File: config.mk
export PLATFORM = sky130hd
export DESIGN_NAME = pps_serializer
export DESIGN_NICKNAME = d
export VERILOG_FILES = /design/src/hdl/pps_pkg.sv /design/src/hdl/pps_serializer.sv
export SDC_FILE = /design/constraint.sdc
export NUM_CORES = 1
export LEC_CHECK = 0
export ABC_AREA = 1
export BUFFER_PORTS_ARGS = -buffer_cell sky130_fd_sc_hd__buf_4
export CORE_MARGIN = 2
export CORE_UTILIZATION = 43
export DETAILED_ROUTE_END_ITERATION = 8
export GPL_TIMING_DRIVEN = 0
export PLACE_DENSITY = 0.73
export SETUP_SLACK_MARGIN = 0.5
export SLEW_MARGIN = 20
export SYNTH_ARGS = -nofsm -noshare
export SYNTH_HDL_FRONTEND = slang
export SYNTH_SLANG_ARGS = --single-unit
export TNS_END_PERCENT = 50
File: constraint.sdc
create_clock -name clk -period 1.3 [get_ports clk]
set_input_delay 0.39 -clock clk [delete_from_list [all_inputs] [get_ports clk]]
set_output_delay 0.39 -clock clk [all_outputs]
set_load 0.05 [all_outputs]
File: src/hdl/pps_pkg.sv
// shared types, constants and the paeth predictor for the png paeth scanline filter
// no dependencies
`default_nettype none
package pps_pkg;

	localparam int unsigned MAX_WIDTH_DEF = 4096;
	localparam int unsigned PIX_W = 24;
	localparam int unsigned CFG_IDX_W = 2;
	localparam int unsigned CFG_DATA_W = 16;
	localparam int unsigned WIDTH_REG_W = 13;
	localparam int unsigned HEIGHT_REG_W = 16;

	localparam logic [CFG_IDX_W-1:0] REG_IMAGE_WIDTH = 2'd0;
	localparam logic [CFG_IDX_W-1:0] REG_IMAGE_HEIGHT = 2'd1;

	localparam logic [7:0] FILTER_TAG = 8'd4;

	typedef struct packed {
		logic       tag;
		logic [7:0] red;
		logic [7:0] green;
		logic [7:0] blue;
		logic       row_end;
		logic       image_end;
	} pps_res_t;

	function automatic logic [7:0] paeth(input logic [7:0] a, input logic [7:0] b,
		input logic [7:0] c);
		logic signed [10:0] da;
		logic signed [10:0] db;
		logic signed [10:0] dc;
		logic [9:0] pa;
		logic [9:0] pb;
		logic [9:0] pc;
		da = $signed({3'b000, b}) - $signed({3'b000, c});
		db = $signed({3'b000, a}) - $signed({3'b000, c});
		dc = $signed({3'b000, a}) + $signed({3'b000, b}) - $signed({2'b00, c, 1'b0});
		pa = da[10] ? 10'(-da) : 10'(da);
		pb = db[10] ? 10'(-db) : 10'(db);
		pc = dc[10] ? 10'(-dc) : 10'(dc);
		if (pa <= pb && pa <= pc) begin
			paeth = a;
		end else if (pb <= pc) begin
			paeth = b;
		end else begin
			paeth = c;
		end
	endfunction

endpackage
`default_nettype wire

File: src/hdl/pps_serializer.sv
// output register stage: sends the tag on a row's first pixel, then three filtered bytes
// of the pixel, one per cycle unless byte_stall holds them; depends on pps_pkg
`default_nettype none
module pps_serializer (
	input  wire logic              clk,
	input  wire logic              arst_n,
	input  wire logic              load,
	input  wire pps_pkg::pps_res_t res,
	output logic                   free,
	output logic                   byte_valid,
	input  wire logic              byte_stall,
	output logic [7:0]             out_byte,
	output logic                   is_filter_tag,
	output logic                   row_end,
	output logic                   image_end
);
	import pps_pkg::*;

	localparam logic [1:0] SEL_TAG = 2'd0;
	localparam logic [1:0] SEL_RED = 2'd1;
	localparam logic [1:0] SEL_GREEN = 2'd2;
	localparam logic [1:0] SEL_BLUE = 2'd3;

	pps_res_t   res_q;
	logic [1:0] sel_q;
	logic       v_q;
	logic       take;

	assign take = v_q && !byte_stall;
	assign free = !v_q || (take && sel_q == SEL_BLUE);

	always_ff @(posedge clk or negedge arst_n) begin
		if (!arst_n) begin
			v_q <= 1'b0;
			sel_q <= SEL_TAG;
		end else if (load && free) begin
			v_q <= 1'b1;
			sel_q <= res.tag ? SEL_TAG : SEL_RED;
		end else if (take) begin
			if (sel_q == SEL_BLUE) begin
				v_q <= 1'b0;
			end
			sel_q <= sel_q + 2'd1;
		end
	end

	always_ff @(posedge clk) begin
		if (load && free) begin
			res_q <= res;
		end
	end

	always_comb begin
		out_byte = FILTER_TAG;
		is_filter_tag = 1'b0;
		row_end = 1'b0;
		image_end = 1'b0;
		case (sel_q)
			SEL_TAG: begin
				out_byte = FILTER_TAG;
				is_filter_tag = 1'b1;
			end
			SEL_RED: out_byte = res_q.red;
			SEL_GREEN: out_byte = res_q.green;
			SEL_BLUE: begin
				out_byte = res_q.blue;
				row_end = res_q.row_end;
				image_end = res_q.image_end;
			end
			default: out_byte = FILTER_TAG;
		endcase
	end

	assign byte_valid = v_q;

endmodule
`default_nettype wire

======== Yosys cells after proc, flatten, opt, wreduce, memory -nomap -nowiden ========
Index checks and enable logic that the tools add are counted.
storage, ports and cells
  logic and storage cells ................. 31
  register bits ........................... 29
  input port bits ......................... 31
  output and inout bits ................... 13
cells by class
  eq/ne operators ......................... 3
  add/subtract/negate cells ............... 1
  mux-type cells .......................... 10
  reductions and logical operators ........ 10
operator list
  operator                                                         number
  8-bit one-hot mux with 4 select lines                            1
  1-bit two-way mux                                                7
  2-bit == test, second input constant                             2
  2-bit two-way mux                                                2
  2-bit nonzero test                                               2
  1-bit logical AND                                                3
  2-bit by 1-bit adder with 2-bit output, second input constant    1
  2-bit by 1-bit == test with 1-bit output, second input constant  1
  1-bit logical NOT                                                2
  2-bit logical NOT                                                1
  2-bit AND reduction                                              1
  1-bit logical OR                                                 1

======== Depth between registers and ports, before layout ========
  depth in word-level cells ............... 7
  mapped depth ............................ 7

======== Worst setup path before layout ========
No wires, ideal clock.
  kind .................................... reg2out
  start ................................... reg sel_q[0]
  end ..................................... out out_byte[0]
  path buffers ............................ 1
  arrival time ............................ 1.279 ns
  path slack .............................. -0.369 ns
  cell stages (with the launch flop) ...... 8
  cell sequence ........................... dfrtp_1 > inv_1 > ha_1 > buf_2 > nand2_1 > nand3_1 > nand2_1 > inv_1
between the ends
  word-level cells in the longest chain between the ends .. 2
  elaborated cells between the ends (all ways) .. 5
  classes of those cells .................. eq/ne: 3; mux: 1; reduce/logical: 1
ends and longest elaborated chain
  element                                      line                  source
  start, declared                              pps_serializer.sv:25  logic [1:0] sel_q;
  start signal, assigned                       pps_serializer.sv:38  sel_q <= res.tag ? SEL_TAG : SEL_RED;
  start signal, assigned                       pps_serializer.sv:43  sel_q <= sel_q + 2'd1;
  2-bit == test, or another cell as far along  pps_serializer.sv:58  case (sel_q)
  8-bit one-hot mux with 4 select lines *      pps_serializer.sv:58
  end, declared                                pps_serializer.sv:12  output logic [7:0] out_byte,
Mark *: on every way between the ends. The rest lies on a longest branch, timed or not.

======== Final worst setup path ========
  start ................................... reg sel_q[0]
  end ..................................... out out_byte[7]
The elaborated chain is that of the path after synthesis.

==> run summary <==
The flow ran to the end, but the final reports show violations. The final reports fail on negative setup slack. In the layout the commonest cells are sky130_fd_sc_hd__buf_4, sky130_fd_sc_hd__edfxtp_1, sky130_fd_sc_hd__nand2_1. The placed cell area came out at 1680 um^2. In this run the most critical hold path is launched from res[23]. The final layout contains 206 nets. The headroom to the max-slew limit is 0.868. The met1 usage is 0.198. The total of buffers placed on input and output ports came out at 43.

The met2 usage is 0.318. The number of maximum-capacitance constraint violations came out at 0. In this run the power density over the cells is 2430 nW/um^2.

The starting density of the core is 0.451. The count of placed standard cells including taps is 182. The average routed wire per standard cell came out at 15.3 um. The via count of the first global-routing pass came out at 923. At the pin with the least slew margin, the transition time is 0.198 ns.

Summing all non-filler instances in the final layout gives an area of 2180 um^2. At the end of routability-driven placement, the weighted congestion stood at 0.767. Of the available clock period, the critical path in the final layout requires 1.55.

In the final layout, flip-flops and latches occupy 860 um^2. The cell depth of the worst min-delay path is 1. The highest attainable clock frequency came out at 497 MHz.

The average instance area after synthesis came out at 11.5 um^2. The setup-violating endpoint count in the final report is 42. The slack of the worst reg-to-reg path is -0.20 ns. For met3 alone, demand over resource in global routing was 0.0402. Yosys mapped the design onto 12 distinct sky130hd cell types. The peak fanout along the critical path came out at 8. The post-route clock skew came out at 0.00684 ns.

The maximum VDD drop is 2.64 mV. The H-tree generated during clock tree synthesis spans 2 levels. For this design the top-level I/O count stands at 44. The number of remaining DRC errors came out at 0.

The path with the worst hold slack has its endpoint at res_q[23]. The pin count of the biggest net entering global routing came out at 27. From left edge to right edge, the die measures 57.8 um. The area of the die came out at 3340 um^2.

The clock tree from TritonCTS is yes. The number of antenna violations at the first check in global routing was 0. The synthesis-to-layout area growth is 75.4%.

The post-layout minimum cycle time is 2.01 ns. The iteration count of the initial detailed-routing pass came out at 4. The total wire length is 3080 um.

The total congestion overflow is 0. The total of fill cells in the finished design came out at 158. Of the synthesized area, sequential elements account for 0.689. Data on the critical path is required at its endpoint by 0.91 ns. The proportion of layout cells with a drive suffix above 1 is 0.694. Once detail routing completed, the nets flagged for antenna violations numbered 0. The number of placement rows came out at 19. Leaving out fill and tap cells, the most frequent cell in the layout is sky130_fd_sc_hd__buf_4. The arrival time at the worst endpoint came out at 1.62 ns.

The die height came out at 57.8 um. The placed wire-length estimate after detailed placement is 1710 um. The clock edge transition at the registers on the reported setup and hold paths is 0.10 ns.

The total routing resource utilization after global routing came out at 0.178. The power after layout came out at 5.29 mW. In this run the critical register-to-register path is launched from sel_q[0].

The count of state elements after synthesis is 29. The longest clock path from root to sink contains 2 buffers. The placeable core area is 2760 um^2. The antenna diode instance count is 0.

The kind of start point of the critical path is a flip-flop. The post-layout worst setup margin came out at -0.712 ns. The tree is rooted in a sky130_fd_sc_hd__clkbuf_4. The final route contains 985 vias. The number of design-rule violations left by the first detailed-router iteration came out at 20.

Dividing the detail-routed via count by the number of cells gives 4.90. The synthesized instance count is 108. Excluding fillers, the count of instances in the completed layout stands at 201. Setup repair after global routing could not meet its margin everywhere.

Summed over all cells, the static leakage comes to 0.950 nW. The capture point of the worst reg-to-reg path is res_q[4]. The multi-input combinational cells in the finished layout cover a total of 537 um^2.

The number of max-slew violations in the final report came to 0. The global routing stage identified its most utilized layer as met2. By startpoint and endpoint, the worst setup path is classified as reg2out.

The clock drives 29 sinks. The synthesized netlist net count is 145. The worst-case reg-to-reg path depth is 6. The later pin in the worst-skew pair is clocked with a latency of 0.31 ns.

Clock tree synthesis inserted a total of 5 buffers. The first global-routing pass estimated 4240 um of wire. The final hold violation count was 0.

The tightest min-delay check is of the in2reg type. The critical path capture point type is an output port. During synthesis, Yosys emitted a total of 0 warnings. The synthesized cell area is 1240 um^2.
[synthesized netlist by cell type]
cell type / n / area share
sky130_fd_sc_hd__nand2_1: 41 / 0.12
sky130_fd_sc_hd__edfxtp_1: 26 / 0.63
sky130_fd_sc_hd__inv_1: 13 / 0.039
sky130_fd_sc_hd__nand3_1: 10 / 0.040
sky130_fd_sc_hd__ha_1: 6 / 0.060
sky130_fd_sc_hd__dfrtp_1: 3 / 0.060
sky130_fd_sc_hd__buf_2: 2 / 0.0081
sky130_fd_sc_hd__inv_2: 2 / 0.0060
sky130_fd_sc_hd__nand2_4: 2 / 0.018
sky130_fd_sc_hd__a21oi_1: 1 / 0.0040
sky130_fd_sc_hd__nand2_2: 1 / 0.0050
sky130_fd_sc_hd__nand3b_1: 1 / 0.0060
[metrics by stage]
| stage | util | setup TNS, ns | setup slack, ns | hold WS, ns |
|---|---|---|---|---|
| floorplan | - | -5.05 | -0.302 | 0.0944 |
| global placement | 0.608 | -7.43 | -0.421 | 0.180 |
| detailed placement | 0.608 | -8.44 | -0.443 | 0.180 |
| CTS | 0.711 | -12.78 | -0.702 | 0.220 |
| global route | 0.790 | -14.39 | -0.786 | 0.212 |
| finish | 0.790 | -12.34 | -0.712 | 0.242 |
[what timing repair did]
action                     4_1_cts  5_1_grt
hold endpoints to repair         3        0
setup buffers                    3        5
pin swaps                        7        8
hold buffers                     1        0
gates resized for setup         42       40
setup endpoints to repair       42       42
cloned                           0        2
[cells by family after synthesis]
group,Yosys count,share of synthesized area
flip-flops,29,0.689
AND/OR/NAND/NOR,55,0.193
AO/OA/AOI/OAI,1,0.00402
adder cells (fa/ha/maj),6,0.0604
buffers and inverters,17,0.0534
[cell type report]
class,instances,share of cell area
Buffer,2,0.0144
Clock buffer,5,0.0172
Inverter,15,0.0471
Clock inverter,3,0.0299
Timing Repair inverter,2,0.0115
Tap cell,31,0.0178
Multi-Input combinational cell,62,0.246
Sequential cell,29,0.394
Timing Repair Buffer,52,0.222
[worst max path at each step]
stage / start / endpoint / slack, ns / cells after the start
finish: sel_q[0] / out_byte[7] / -0.71 / 8
global route: sel_q[0] / out_byte[7] / -0.79 / 8
CTS: sel_q[0] / out_byte[0] / -0.70 / 8
detailed placement: sel_q[0] / out_byte[4] / -0.44 / 6
global placement: sel_q[0] / out_byte[1] / -0.42 / 6
floorplan: sel_q[0] / out_byte[0] / -0.30 / 7
[power by group]
| part | switching [mW] | internal [mW] |
|---|---|---|
| Clock | 0.305 | 0.596 |
| Sequential | 0.180 | 1.25 |
| Combinational | 1.75 | 1.22 |
| Total | 2.23 | 3.06 |
[routing by layer]
metal	wire length, um	share of wire	vias to the layer above
met2	1800	0.58	30
met5	0	0	-
li1	-	-	473
met3	126	0.041	6
met1	1100	0.36	476
met4	53	0.017	0
[flip-flops by register name, indices dropped and copies added, names as in the netlist]
| register | cells |
|---|---|
| res_q | 26 |
| sel_q | 2 |
| byte_valid | 1 |
[critical path, stage by stage, from the launching register on]
cell and delay, ns:
sky130_fd_sc_hd__dfrtp_2 0.48, sky130_fd_sc_hd__inv_4 0.08, sky130_fd_sc_hd__ha_4 0.17, sky130_fd_sc_hd__buf_12 0.14, sky130_fd_sc_hd__nand2_2 0.06, sky130_fd_sc_hd__nand3_2 0.06, sky130_fd_sc_hd__nand2_2 0.08, sky130_fd_sc_hd__clkinvlp_4 0.09
sky130_fd_sc_hd__buf_8 0.15
No activity file was read; power rests on OpenSTA's default activity.
